==> config.mk <==
export PLATFORM = sky130hd
export DESIGN_NAME = separating_axis_overlap_unit
export DESIGN_NICKNAME = d
export VERILOG_FILES = /design/src/hdl/sao_pkg.sv /design/src/hdl/separating_axis_overlap_unit.sv /design/src/hdl/sao_store.sv /design/src/hdl/sao_mul.sv
export SDC_FILE = /design/constraint.sdc
export NUM_CORES = 2
export LEC_CHECK = 0
export ABC_AREA = 1
export BUFFER_PORTS_ARGS = -buffer_cell sky130_fd_sc_hd__buf_2
export CAP_MARGIN = 30
export CELL_PAD_IN_SITES_DETAIL_PLACEMENT = 1
export CELL_PAD_IN_SITES_GLOBAL_PLACEMENT = 1
export CORE_MARGIN = 1.5
export CORE_UTILIZATION = 30
export DETAILED_ROUTE_END_ITERATION = 10
export PLACE_DENSITY_LB_ADDON = 0.1
export SETUP_SLACK_MARGIN = 0.1
export SLEW_MARGIN = 20
export SYNTH_ARGS = -nofsm -noshare
export SYNTH_HDL_FRONTEND = slang
export SYNTH_SLANG_ARGS = --single-unit
==> constraint.sdc <==
create_clock -name clock -period 12.3 [get_ports clock]
set_clock_uncertainty 0.1 [all_clocks]
set_input_delay 1.23 -clock clock [delete_from_list [all_inputs] [get_ports clock]]
set_output_delay 1.23 -clock clock [all_outputs]
set_load 0.01 [all_outputs]
==> src/hdl/sao_pkg.sv <==
// ----------------------------------------------------------------------------
// Separating axis overlap package
// Shared sizes, codes and structures of the separating axis overlap unit.
// ----------------------------------------------------------------------------
package sao_pkg;

   // Store capacities.
   localparam int MAX_AXES     = 16;
   localparam int MAX_VERTICES = 8;

   localparam int AXIS_IDX_W = (MAX_AXES > 1) ? $clog2(MAX_AXES) : 1;
   localparam int VERT_IDX_W = (MAX_VERTICES > 1) ? $clog2(MAX_VERTICES) : 1;
   localparam int AXIS_CNT_W = $clog2(MAX_AXES + 1);
   localparam int VERT_CNT_W = $clog2(MAX_VERTICES + 1);

   // Arithmetic widths. A projection is the sum of two 16x16 products, an
   // overlap the difference of two projections, and an offset product is an
   // axis component times a non-negative overlap.
   localparam int COORD_W    = 16;
   localparam int TERM_W     = 32;
   localparam int PROJ_W     = 33;
   localparam int OVL_W      = 34;
   localparam int PROD_W     = COORD_W + OVL_W;
   localparam int OFFS_W     = 32;
   localparam int OFFS_SHIFT = 28;

   typedef enum logic [1:0] {
      OP_LOAD_AXIS   = 2'd0,
      OP_LOAD_FIRST  = 2'd1,
      OP_LOAD_SECOND = 2'd2,
      OP_COMPUTE     = 2'd3
   } sao_op_type;

   typedef enum logic [3:0] {
      ST_IDLE,
      ST_LOAD,
      ST_MULX,
      ST_MULY,
      ST_ACC,
      ST_OVL,
      ST_CMP,
      ST_OFFX,
      ST_OFFY,
      ST_OFFW,
      ST_DONE
   } sao_state_type;

   typedef struct packed {
      logic signed [COORD_W-1:0] y;
      logic signed [COORD_W-1:0] x;
   } sao_vec_type;

   typedef struct packed {
      logic        valid;
      sao_op_type  op;
      sao_vec_type vec;
   } sao_load_type;

   typedef struct packed {
      logic [AXIS_CNT_W-1:0] axis_cnt;
      logic [VERT_CNT_W-1:0] first_cnt;
      logic [VERT_CNT_W-1:0] second_cnt;
      logic                  overflow;
   } sao_stat_type;

endpackage

==> src/hdl/separating_axis_overlap_unit.sv <==
// ----------------------------------------------------------------------------
// Separating axis overlap unit
// Two-dimensional separating axis test with minimum translation vector,
// built around one shared multiplier under a small sequencer.
// ----------------------------------------------------------------------------
//
//  Channel | Ports       | Payload (lowest bits first)
//  --------+-------------+---------------------------------------------------
//  request | req_t*      | tdata: coord_x[15:0], coord_y[31:16]; tuser: opcode
//  result  | rsp_t*      | tdata: offset_x[31:0], offset_y[63:32];
//          |             | tuser: collision[0], overflow[1]
//
// A load transfer (opcode 0, 1 or 2) produces no result. A compute transfer
// runs the sequencer over the stored axes until one separates the shapes:
// each vertex takes a read, two products and an accumulate step, each axis
// then an overlap and a compare step, and an axis that becomes the best so
// far also the offset x, offset y and offset write steps. Reset is
// synchronous and active high; it empties all stores and drops a pending
// result. The request side is not ready while a compute runs; a finished
// result waits in the output register and does not block loads, only the
// end of the next compute.
//
module separating_axis_overlap_unit (
   input  logic        clock,
   input  logic        reset,
   input  logic        req_tvalid,
   output logic        req_tready,
   input  logic [31:0] req_tdata,   // coord_x[15:0], coord_y[31:16]
   input  logic [1:0]  req_tuser,   // opcode[1:0]
   output logic        rsp_tvalid,
   input  logic        rsp_tready,
   output logic [63:0] rsp_tdata,   // offset_x[31:0], offset_y[63:32]
   output logic [1:0]  rsp_tuser    // collision[0], overflow[1]
);

   localparam int PW = sao_pkg::PROJ_W;
   localparam int OW = sao_pkg::OVL_W;

   sao_pkg::sao_state_type state_ff, state_in;

   logic [sao_pkg::AXIS_CNT_W-1:0] axis_idx_ff, axis_idx_in;
   logic [sao_pkg::VERT_CNT_W-1:0] vert_idx_ff, vert_idx_in;
   logic                           shape_ff, shape_in;
   logic signed [sao_pkg::TERM_W-1:0] acc_ff, acc_in;
   logic signed [PW-1:0] lo_ff, lo_in, hi_ff, hi_in;
   logic signed [PW-1:0] lo1_ff, lo1_in, hi1_ff, hi1_in;
   logic signed [OW-1:0] ov_ff, ov_in, best_ff, best_in;
   logic                 have_best_ff, have_best_in;
   logic                 hit_ff, hit_in;
   logic signed [sao_pkg::OFFS_W-1:0] offx_ff, offx_in, offy_ff, offy_in;

   logic                              rsp_valid_ff, rsp_valid_in;
   logic                              rsp_collision_ff, rsp_collision_in;
   logic                              rsp_overflow_ff, rsp_overflow_in;
   logic signed [sao_pkg::OFFS_W-1:0] rsp_offx_ff, rsp_offx_in;
   logic signed [sao_pkg::OFFS_W-1:0] rsp_offy_ff, rsp_offy_in;

   sao_pkg::sao_load_type load;
   sao_pkg::sao_stat_type stat;
   sao_pkg::sao_vec_type  axis_rd, first_rd, second_rd, vert_rd;
   logic                  done_fire;

   logic signed [sao_pkg::COORD_W-1:0] mul_a;
   logic signed [OW-1:0]               mul_b;
   logic signed [sao_pkg::PROD_W-1:0]  prod;

   logic signed [sao_pkg::TERM_W-1:0] prod_term;
   logic signed [sao_pkg::PROD_W-sao_pkg::OFFS_SHIFT-1:0] prod_scaled;
   logic signed [sao_pkg::OFFS_W-1:0] offs_val;
   logic signed [PW-1:0] proj, lo_nx, hi_nx;
   logic signed [OW-1:0] d1, d2, ov_nx;
   logic [sao_pkg::VERT_CNT_W-1:0] vert_cnt_sel;
   logic                           vert_last, axis_last;
   logic                           req_fire;

   // Loads go straight to the stores while the sequencer is idle.
   assign req_tready = (state_ff == sao_pkg::ST_IDLE);
   assign req_fire   = req_tvalid && req_tready;
   assign load.valid = req_fire;
   assign load.op    = sao_pkg::sao_op_type'(req_tuser);
   assign load.vec.x = req_tdata[15:0];
   assign load.vec.y = req_tdata[31:16];

   assign done_fire = (state_ff == sao_pkg::ST_DONE) && (!rsp_valid_ff || rsp_tready);

   sao_store u_store (
      .clock     (clock),
      .reset     (reset),
      .load      (load),
      .clear     (done_fire),
      .axis_idx  (axis_idx_ff[sao_pkg::AXIS_IDX_W-1:0]),
      .vert_idx  (vert_idx_ff[sao_pkg::VERT_IDX_W-1:0]),
      .axis_rd   (axis_rd),
      .first_rd  (first_rd),
      .second_rd (second_rd),
      .stat      (stat)
   );

   sao_mul u_mul (
      .clock (clock),
      .mul_a (mul_a),
      .mul_b (mul_b),
      .prod  (prod)
   );

   // Datapath around the shared multiplier.
   always_comb begin
      vert_rd      = shape_ff ? second_rd : first_rd;
      vert_cnt_sel = shape_ff ? stat.second_cnt : stat.first_cnt;
      vert_last    = ((vert_idx_ff + sao_pkg::VERT_CNT_W'(1)) == vert_cnt_sel);
      axis_last    = ((axis_idx_ff + sao_pkg::AXIS_CNT_W'(1)) == stat.axis_cnt);

      // The y component is used on the second product of each pair.
      if (state_ff == sao_pkg::ST_MULY || state_ff == sao_pkg::ST_OFFY) begin
         mul_a = axis_rd.y;
      end else begin
         mul_a = axis_rd.x;
      end
      case (state_ff)
         sao_pkg::ST_MULX: mul_b = OW'(vert_rd.x);
         sao_pkg::ST_MULY: mul_b = OW'(vert_rd.y);
         default:          mul_b = ov_ff;
      endcase

      // A projection term always fits 32 bits; the sum of two needs 33.
      prod_term = prod[sao_pkg::TERM_W-1:0];
      proj      = PW'(acc_ff) + PW'(prod_term);
      lo_nx     = (vert_idx_ff == '0 || proj < lo_ff) ? proj : lo_ff;
      hi_nx     = (vert_idx_ff == '0 || proj > hi_ff) ? proj : hi_ff;

      d1    = OW'(hi1_ff) - OW'(lo_ff);
      d2    = OW'(hi_ff) - OW'(lo1_ff);
      ov_nx = (d2 < d1) ? d2 : d1;

      // Arithmetic shift by 28 rounds toward minus infinity. The overlap is
      // never negative here and below 2^33, so the shifted value stays
      // within 22 bits and never reaches the 32-bit saturation limits.
      prod_scaled = prod[sao_pkg::PROD_W-1:sao_pkg::OFFS_SHIFT];
      offs_val    = sao_pkg::OFFS_W'(prod_scaled);
   end

   // Sequencer: next state and register updates.
   always_comb begin
      state_in     = state_ff;
      axis_idx_in  = axis_idx_ff;
      vert_idx_in  = vert_idx_ff;
      shape_in     = shape_ff;
      acc_in       = acc_ff;
      lo_in        = lo_ff;
      hi_in        = hi_ff;
      lo1_in       = lo1_ff;
      hi1_in       = hi1_ff;
      ov_in        = ov_ff;
      best_in      = best_ff;
      have_best_in = have_best_ff;
      hit_in       = hit_ff;
      offx_in      = offx_ff;
      offy_in      = offy_ff;

      rsp_valid_in     = rsp_valid_ff && !rsp_tready;
      rsp_collision_in = rsp_collision_ff;
      rsp_overflow_in  = rsp_overflow_ff;
      rsp_offx_in      = rsp_offx_ff;
      rsp_offy_in      = rsp_offy_ff;

      case (state_ff)
         sao_pkg::ST_IDLE: begin
            if (req_fire && load.op == sao_pkg::OP_COMPUTE) begin
               axis_idx_in  = '0;
               vert_idx_in  = '0;
               shape_in     = 1'b0;
               have_best_in = 1'b0;
               offx_in      = '0;
               offy_in      = '0;
               if (stat.axis_cnt == '0) begin
                  // Nothing to test against: the shapes count as touching.
                  hit_in   = 1'b1;
                  state_in = sao_pkg::ST_DONE;
               end else if (stat.first_cnt == '0 || stat.second_cnt == '0) begin
                  hit_in   = 1'b0;
                  state_in = sao_pkg::ST_DONE;
               end else begin
                  hit_in   = 1'b1;
                  state_in = sao_pkg::ST_LOAD;
               end
            end
         end
         sao_pkg::ST_LOAD: begin
            state_in = sao_pkg::ST_MULX;
         end
         sao_pkg::ST_MULX: begin
            state_in = sao_pkg::ST_MULY;
         end
         sao_pkg::ST_MULY: begin
            acc_in   = prod_term;
            state_in = sao_pkg::ST_ACC;
         end
         sao_pkg::ST_ACC: begin
            lo_in = lo_nx;
            hi_in = hi_nx;
            if (!vert_last) begin
               vert_idx_in = vert_idx_ff + sao_pkg::VERT_CNT_W'(1);
               state_in    = sao_pkg::ST_LOAD;
            end else if (!shape_ff) begin
               lo1_in      = lo_nx;
               hi1_in      = hi_nx;
               shape_in    = 1'b1;
               vert_idx_in = '0;
               state_in    = sao_pkg::ST_LOAD;
            end else begin
               state_in = sao_pkg::ST_OVL;
            end
         end
         sao_pkg::ST_OVL: begin
            ov_in    = ov_nx;
            state_in = sao_pkg::ST_CMP;
         end
         sao_pkg::ST_CMP: begin
            if (ov_ff < 0) begin
               // A separating axis ends the search.
               hit_in   = 1'b0;
               state_in = sao_pkg::ST_DONE;
            end else if (!have_best_ff || ov_ff < best_ff) begin
               best_in      = ov_ff;
               have_best_in = 1'b1;
               state_in     = sao_pkg::ST_OFFX;
            end else if (axis_last) begin
               state_in = sao_pkg::ST_DONE;
            end else begin
               axis_idx_in = axis_idx_ff + sao_pkg::AXIS_CNT_W'(1);
               vert_idx_in = '0;
               shape_in    = 1'b0;
               state_in    = sao_pkg::ST_LOAD;
            end
         end
         sao_pkg::ST_OFFX: begin
            state_in = sao_pkg::ST_OFFY;
         end
         sao_pkg::ST_OFFY: begin
            offx_in  = offs_val;
            state_in = sao_pkg::ST_OFFW;
         end
         sao_pkg::ST_OFFW: begin
            offy_in = offs_val;
            if (axis_last) begin
               state_in = sao_pkg::ST_DONE;
            end else begin
               axis_idx_in = axis_idx_ff + sao_pkg::AXIS_CNT_W'(1);
               vert_idx_in = '0;
               shape_in    = 1'b0;
               state_in    = sao_pkg::ST_LOAD;
            end
         end
         sao_pkg::ST_DONE: begin
            // Hold until the output register is free, then hand the result
            // over and empty the stores in the same cycle.
            if (done_fire) begin
               rsp_valid_in     = 1'b1;
               rsp_collision_in = hit_ff;
               rsp_overflow_in  = stat.overflow;
               rsp_offx_in      = hit_ff ? offx_ff : '0;
               rsp_offy_in      = hit_ff ? offy_ff : '0;
               state_in         = sao_pkg::ST_IDLE;
            end
         end
         default: begin
            state_in = sao_pkg::ST_IDLE;
         end
      endcase
   end

   always_ff @(posedge clock) begin
      if (reset) begin
         state_ff     <= sao_pkg::ST_IDLE;
         rsp_valid_ff <= 1'b0;
      end else begin
         state_ff     <= state_in;
         rsp_valid_ff <= rsp_valid_in;
      end
   end

   always_ff @(posedge clock) begin
      axis_idx_ff      <= axis_idx_in;
      vert_idx_ff      <= vert_idx_in;
      shape_ff         <= shape_in;
      acc_ff           <= acc_in;
      lo_ff            <= lo_in;
      hi_ff            <= hi_in;
      lo1_ff           <= lo1_in;
      hi1_ff           <= hi1_in;
      ov_ff            <= ov_in;
      best_ff          <= best_in;
      have_best_ff     <= have_best_in;
      hit_ff           <= hit_in;
      offx_ff          <= offx_in;
      offy_ff          <= offy_in;
      rsp_collision_ff <= rsp_collision_in;
      rsp_overflow_ff  <= rsp_overflow_in;
      rsp_offx_ff      <= rsp_offx_in;
      rsp_offy_ff      <= rsp_offy_in;
   end

   assign rsp_tvalid = rsp_valid_ff;
   assign rsp_tdata  = {rsp_offy_ff, rsp_offx_ff};
   assign rsp_tuser  = {rsp_overflow_ff, rsp_collision_ff};

endmodule

==> src/hdl/sao_store.sv <==
// ----------------------------------------------------------------------------
// Separating axis overlap stores
// Axis and vertex memories with fill counts, sticky overflow and registered
// read ports addressed by the sequencer.
// ----------------------------------------------------------------------------
module sao_store (
   input  logic                              clock,
   input  logic                              reset,
   input  sao_pkg::sao_load_type             load,
   input  logic                              clear,
   input  logic [sao_pkg::AXIS_IDX_W-1:0]    axis_idx,
   input  logic [sao_pkg::VERT_IDX_W-1:0]    vert_idx,
   output sao_pkg::sao_vec_type              axis_rd,
   output sao_pkg::sao_vec_type              first_rd,
   output sao_pkg::sao_vec_type              second_rd,
   output sao_pkg::sao_stat_type             stat
);

   sao_pkg::sao_vec_type axis_mem_ff   [sao_pkg::MAX_AXES];
   sao_pkg::sao_vec_type first_mem_ff  [sao_pkg::MAX_VERTICES];
   sao_pkg::sao_vec_type second_mem_ff [sao_pkg::MAX_VERTICES];

   sao_pkg::sao_vec_type axis_rd_ff;
   sao_pkg::sao_vec_type first_rd_ff;
   sao_pkg::sao_vec_type second_rd_ff;

   logic [sao_pkg::AXIS_CNT_W-1:0] axis_cnt_ff;
   logic [sao_pkg::VERT_CNT_W-1:0] first_cnt_ff;
   logic [sao_pkg::VERT_CNT_W-1:0] second_cnt_ff;
   logic                           overflow_ff;

   logic axis_full;
   logic first_full;
   logic second_full;
   logic wr_axis;
   logic wr_first;
   logic wr_second;
   logic dropped;

   always_comb begin
      axis_full   = (axis_cnt_ff == sao_pkg::AXIS_CNT_W'(sao_pkg::MAX_AXES));
      first_full  = (first_cnt_ff == sao_pkg::VERT_CNT_W'(sao_pkg::MAX_VERTICES));
      second_full = (second_cnt_ff == sao_pkg::VERT_CNT_W'(sao_pkg::MAX_VERTICES));
      wr_axis     = 1'b0;
      wr_first    = 1'b0;
      wr_second   = 1'b0;
      dropped     = 1'b0;
      if (load.valid) begin
         case (load.op)
            sao_pkg::OP_LOAD_AXIS: begin
               wr_axis = !axis_full;
               dropped = axis_full;
            end
            sao_pkg::OP_LOAD_FIRST: begin
               wr_first = !first_full;
               dropped  = first_full;
            end
            sao_pkg::OP_LOAD_SECOND: begin
               wr_second = !second_full;
               dropped   = second_full;
            end
            default: begin
            end
         endcase
      end
   end

   always_ff @(posedge clock) begin
      if (reset || clear) begin
         axis_cnt_ff   <= '0;
         first_cnt_ff  <= '0;
         second_cnt_ff <= '0;
         overflow_ff   <= 1'b0;
      end else begin
         if (wr_axis) begin
            axis_cnt_ff <= axis_cnt_ff + sao_pkg::AXIS_CNT_W'(1);
         end
         if (wr_first) begin
            first_cnt_ff <= first_cnt_ff + sao_pkg::VERT_CNT_W'(1);
         end
         if (wr_second) begin
            second_cnt_ff <= second_cnt_ff + sao_pkg::VERT_CNT_W'(1);
         end
         if (dropped) begin
            overflow_ff <= 1'b1;
         end
      end
   end

   always_ff @(posedge clock) begin
      if (wr_axis) begin
         axis_mem_ff[axis_cnt_ff[sao_pkg::AXIS_IDX_W-1:0]] <= load.vec;
      end
      if (wr_first) begin
         first_mem_ff[first_cnt_ff[sao_pkg::VERT_IDX_W-1:0]] <= load.vec;
      end
      if (wr_second) begin
         second_mem_ff[second_cnt_ff[sao_pkg::VERT_IDX_W-1:0]] <= load.vec;
      end
      axis_rd_ff   <= axis_mem_ff[axis_idx];
      first_rd_ff  <= first_mem_ff[vert_idx];
      second_rd_ff <= second_mem_ff[vert_idx];
   end

   assign axis_rd         = axis_rd_ff;
   assign first_rd        = first_rd_ff;
   assign second_rd       = second_rd_ff;
   assign stat.axis_cnt   = axis_cnt_ff;
   assign stat.first_cnt  = first_cnt_ff;
   assign stat.second_cnt = second_cnt_ff;
   assign stat.overflow   = overflow_ff;

endmodule

==> src/hdl/sao_mul.sv <==
// ----------------------------------------------------------------------------
// Separating axis overlap multiplier
// Shared signed multiplier with a registered product.
// ----------------------------------------------------------------------------
module sao_mul (
   input  logic                               clock,
   input  logic signed [sao_pkg::COORD_W-1:0] mul_a,
   input  logic signed [sao_pkg::OVL_W-1:0]   mul_b,
   output logic signed [sao_pkg::PROD_W-1:0]  prod
);

   logic signed [sao_pkg::PROD_W-1:0] a_ext;
   logic signed [sao_pkg::PROD_W-1:0] b_ext;
   logic signed [sao_pkg::PROD_W-1:0] prod_in;
   logic signed [sao_pkg::PROD_W-1:0] prod_ff;

   always_comb begin
      a_ext   = sao_pkg::PROD_W'(mul_a);
      b_ext   = sao_pkg::PROD_W'(mul_b);
      prod_in = a_ext * b_ext;
   end

   always_ff @(posedge clock) begin
      prod_ff <= prod_in;
   end

   assign prod = prod_ff;

endmodule
* After elaboration in Yosys (flattened, before gate mapping)
Memory sizes are Yosys's and may differ from the RTL's. A register that Yosys moved wholly into a read port is not among the register bits.
Cells that the tools add are included.
** Operators by class
- Add/subtract/negate cells :: 8
- Eq/ne operators :: 26
- Multiply operators :: 1
- Bitwise gates (word level) :: 2
- Mux-type cells :: 62
- Reductions and logical operators :: 39
- Order comparisons :: 5
** Operators with widths (number)
- case mux 32 bit (2 select lines) :: 2
- less-than comparator 34 bit :: 2
- case mux 34 bit (2 select lines) :: 1
- subtractor 33 x 33 -> 34 bit :: 2
- 2-to-1 mux 33 bit :: 2
- 2-to-1 mux 32 bit :: 2
- 2-to-1 mux 4 bit :: 14
- multiplier 16 x 34 -> 50 bit :: 1
- case mux 4 bit (11 select lines) :: 1
- less-than comparator 34 x 1 -> 1 bit, second input constant :: 1
- 2-to-1 mux 34 bit :: 1
- adder 32 x 32 -> 33 bit :: 1
- > comparator 33 bit :: 1
- less-than comparator 33 bit :: 1
- 2-to-1 mux 1 bit :: 26
- equality test 4 bit, second input constant :: 5
- 2-to-1 mux 5 bit :: 4
- equality test 4 x 3 -> 1 bit, second input constant :: 4
- zero test 4 bit :: 4
- 2-to-1 mux 16 bit :: 1
- case mux 4 bit (4 select lines) :: 1
- case mux 5 bit (3 select lines) :: 1
- adder 4 x 1 -> 4 bit, second input constant :: 3
- adder 5 x 1 -> 5 bit, second input constant :: 2
- other kinds (27) :: 60
** Storage, ports and cells
- Bits in writable memories :: 1024
- Memories kept :: 3
- Register bits :: 443
- Output and inout bits :: 68
** Memory list
- u_store.axis_mem_ff :: depth 16, bits a word 32, rd ports 1, clocked after memory_dff 1, write ports 1, RTL line sao_store.sv:19 : sao_pkg::sao_vec_type axis_mem_ff [sao_pkg::MAX_AXES];
- u_store.first_mem_ff :: depth 8, bits a word 32, rd ports 1, clocked after memory_dff 1, write ports 1, RTL line sao_store.sv:20 : sao_pkg::sao_vec_type first_mem_ff [sao_pkg::MAX_VERTICES];
- u_store.second_mem_ff :: depth 8, bits a word 32, rd ports 1, clocked after memory_dff 1, write ports 1, RTL line sao_store.sv:21 : sao_pkg::sao_vec_type second_mem_ff [sao_pkg::MAX_VERTICES];

* Longest topological paths before layout
- Word-level depth :: 6
- Gate-level depth with buffers :: 35

* Modules after synthesis
Synthesis repeated with hierarchy kept, for this count alone.
** Second synthesis, totals
- Cells, all modules :: 9262
- Area, all modules :: 88812.7 um^2
** Modules (own cells, without submodules)
- sao_store :: seq. area each 32951.6 um^2, cells each 3605, area an instance 43700.7 um^2, times used 1
- separating_axis_overlap_unit :: seq. area each 10129.7 um^2, cells each 2623, area an instance 22923.2 um^2, times used 1
- sao_mul :: seq. area each 1001.0 um^2, cells each 3034, area an instance 22188.8 um^2, times used 1

* Worst setup path before layout
Ideal clock, no wire load.
- Kind :: register -> register
- Start point :: register state_ff[0]
- End point :: register hi1_ff[0] (enable)
- Data required time :: 11.710 ns
- Setup slack :: 5.092 ns
- Path buffers :: 1
- Stages on the path, launching flop included :: 7
- Clock period less this slack :: 7.208 ns
- Library setup time :: 0.490 ns
- Arrival :: 6.618 ns
- Cells stage by stage :: dfxtp_1 buf_2 nor2_2 inv_2 nor2_1 nand2_1 nor2_1
** On the way
- Longest elaborated chain between the ends :: 2
** Ends and longest elaborated chain
- start, declared :: RTL line separating_axis_overlap_unit.sv:39 : sao_pkg::sao_state_type state_ff, state_in;
- start signal, assigned :: RTL line separating_axis_overlap_unit.sv:274 : state_ff <= sao_pkg::ST_IDLE;
- start signal, assigned :: RTL line separating_axis_overlap_unit.sv:277 : state_ff <= state_in;
- equality test 4 x 3 -> 1 bit :: RTL line separating_axis_overlap_unit.sv:166 : case (state_ff)
- AND reduction 3 bit (no line)
- end signal, assigned :: RTL line separating_axis_overlap_unit.sv:290 : hi1_ff <= hi1_in;
- end, declared :: RTL line separating_axis_overlap_unit.sv:46 : logic signed [PW-1:0] lo1_ff, lo1_in, hi1_ff, hi1_in;
Every way passes these cells.
A chain may end at the register's enable or synchronous reset.

* Worst setup path in the final report
- Start point :: register state_ff[0]
- End point :: register u_mul.prod_ff (netlist bit u_mul.prod[48])
** On the way
- Longest elaborated chain between the ends :: 4
** Ends and longest elaborated chain
- equality test 4 x 2 -> 1 bit or equality test 4 bit (tied branches) :: RTL line separating_axis_overlap_unit.sv:114, separating_axis_overlap_unit.sv:119
- logical OR 1 bit :: RTL line separating_axis_overlap_unit.sv:114 : if (state_ff == sao_pkg::ST_MULY || state_ff == sao_pkg::ST_OFFY) begin
- 2-to-1 mux 16 bit :: RTL line separating_axis_overlap_unit.sv:114
- multiplier 16 x 34 -> 50 bit (*) :: RTL line sao_mul.sv:20 : prod_in = a_ext * b_ext;
- via u_mul.prod_in (one bit) :: RTL line sao_mul.sv:14 : logic signed [sao_pkg::PROD_W-1:0] prod_in;
- end signal, assigned :: RTL line sao_mul.sv:24 : prod_ff <= prod_in;
- end, declared :: RTL line sao_mul.sv:15 : logic signed [sao_pkg::PROD_W-1:0] prod_ff;
Mark *: on every way through the listed nets, which the timed path passes. The rest lies on a longest branch.

==> impl_metrics.yaml <==
status:
  status: "completed"
cells_and_area:
  drive_above_1_share: 0.0763
  final_nets: 9255
  fin_cells: 12200
  syn_to_final_growth_pct: 12.8
  fin_util: 0.340
cts:
  post_cts_buffers: 0
  clock_path_buffers: 4
  clock_latency_ns: 0.87
  postCtsHoldBufs: 0
  cts_tree: "yes"
  clockRootBuffer: "clkbuf_16"
  cts_buffers: 182
  cts.htree.levels: 4
  cts_sinks: 1523
  clk_pin_slew_ns: 0.06
  cts_resized: 0
routing:
  wl_per_cell_um: 24.8
  drt_iter0_drc: 3337
  viasPerCell: 4.87
  dr.pass1.iters: 5
  drc: 0
  routed_wl_um: 304000
  vias: 59600
  drtAntennaViolNets: 0
sta:
  fin_crit_sh: 0.735
  rsz0062_at_grt: "false"
  setup_viol: 0
  setup_tns_ns: 0
  hold_violations: 0
  fin_crit_ns: 9.04
  relSlewSlack: 0.336
  worst_slew_pin_slew_ns: 0.989
  final_max_slew_viol_count: 0
  fmax_mhz: 111
floorplanning:
  initial_core_util: 0.301
  die_w_um: 536
  core.rowCount: 195
  core-area_sq_um: 282000
  die_y_um: 536
  num_io_pins: 106
  die_area_sq_um: 287000
worst_setup_path:
  critPathSlowestCell: "fa_1"
  end_kind: "register"
  cp_max_fo: 32
  crit_buf_inv: 7
  required_ns: 12.89
  cpPeakStageDelay_ns: 0.75
  worstSetupStartpointType: "register"
  crit_type: "register to register"
  crit_family: "adder cells"
  arrival_ns: 9.63
synthesis:
  synth_seq_cells: 1523
  synth_cell_types: 55
  yosys.cell_count.top_type: "edfxtp_1"
  synth_commonest_cells: "edfxtp_1, nand2_1, nor2_1"
  ys_warn_count: 0
  yosysTopAreaCell: "edfxtp_1"
  synth-edff-count: 1358
  synthFlopType: "edfxtp_1"
  syn_area_per_cell_sq_um: 10.3
  syn_area_sq_um: 85100
  synth_fp_nets: 9169
  ys_top_cells_by_area: "edfxtp_1, fa_1, nand2_1, nor2_1, ha_1"
  synthCells: 8256
  yosys.area.top_type_share: 0.479
  ys_seq_area_frac: 0.518
  ys_async_sr_fraction: 0
place:
  dpl.hpwl_um: 209000
  routabilityCongestion: 0.873
  io_buffers: 105
  dp_cells: 11900
global_routing:
  grt-ovfl-total: 0
  antenna_found_initial: 25
  grt_start_max_net_pins: 131
  grt_pass1_wl_um: 448000
  grt_pass1_vias: 64200
  grt.total_usage: 0.212
worst_hold_path:
  min_path_type: "register to register"
job:
  drv_cap: 0
[routing by layer]
layer / global-route usage / up-vias / wire length (um)
met2: 0.376 / 951 / 152000
li1: - / 27600 / -
met5: 0 / - / 7
met1: 0.275 / 30700 / 135000
met3: 0.0220 / 346 / 9490
met4: 0.0499 / 2 / 7210
[cell type report]
type	count	area, sq um
inverter	1196	4510
multi-input combinational	5211	35400
timing repair buffer	228	1540
clock buffer	255	5030
clock inverter	75	742
sequential	1523	44100
tap	3743	4680
fill	31400	186000
antenna	7	17.5
[cells by family (layout without fill, tap and decap cells)]
logic type,count (synthesis),after routing,share of synthesized area
xor gates and xnor gates,147,147,0.0151
other,0,7,0
adders and majority gates,875,875,0.174
buffers and inverters,1522,1754,0.0696
and+or+nand+nor,2857,2857,0.134
DFF,1523,1523,0.518
AOI/OAI and AO/OA,1332,1332,0.0887
[cell usage in the layout, fill, tap and decap left out, types with 20 or more instances in the layout]
master     instances
o221ai_1          41
a31oi_1           89
or2_2             21
o21ai_0          542
o21ai_1           65
ha_1             358
clkinv_1          31
nand2_1         1269
clkbuf_16        185
buf_2            106
fa_1             517
nor3_1            32
inv_2             55
a21o_1            23
buf_4            113
nand4_1           62
clkbuf_1          56
inv_1           1135
a221oi_1          46
nor2_4            27
edfxtp_1        1358
nand3_1          212
o21ai_2           20
xnor2_1           37
o22ai_1          107
nor2_1          1176
xor2_1           110
a21oi_1          333
dfxtp_1          165
[per-stage QoR]
step                hold WS, ns  area [sq um]  setup WS, ns
finish                    0.331         96000          3.26
detailed placement        0.325         90200          3.19
global route              0.342         96000          2.58
global placement          0.322         90100          3.01
CTS                       0.333         96000          3.15
floorplan                 0.309         85100          5.09
[path summary, 6_finish.rpt]
path	to	cells after the start	slack, ns	start
setup reg to reg	u_mul.prod[48]	25	3.26	state_ff[0]
setup / recovery	u_mul.prod[48]	25	3.26	state_ff[0]
hold reg to reg	acc_ff[17]	0	0.33	u_mul.prod[17]
hold / removal	acc_ff[17]	0	0.33	u_mul.prod[17]
[registers in the layout, indices dropped and copies added (netlist names), 22 cells and up]
| signal | flops |
|---|---|
| u_mul.prod | 50 |
| acc_ff | 32 |
| ov_ff | 34 |
| rsp_offx_ff | 22 |
| u_store.first_rd | 32 |
| u_store.second_rd | 32 |
| hi1_ff | 33 |
| lo_ff | 33 |
| u_store.axis_rd | 32 |
| hi_ff | 33 |
| u_store.second_mem_ff | 256 |
| best_ff | 34 |
| offy_ff | 22 |
| lo1_ff | 33 |
| rsp_offy_ff | 22 |
| u_store.axis_mem_ff | 512 |
| u_store.first_mem_ff | 256 |
| offx_ff | 22 |
Power is not shown: default switching activity piles up to over one toggle a cycle in this logic, so the estimate is an artifact.
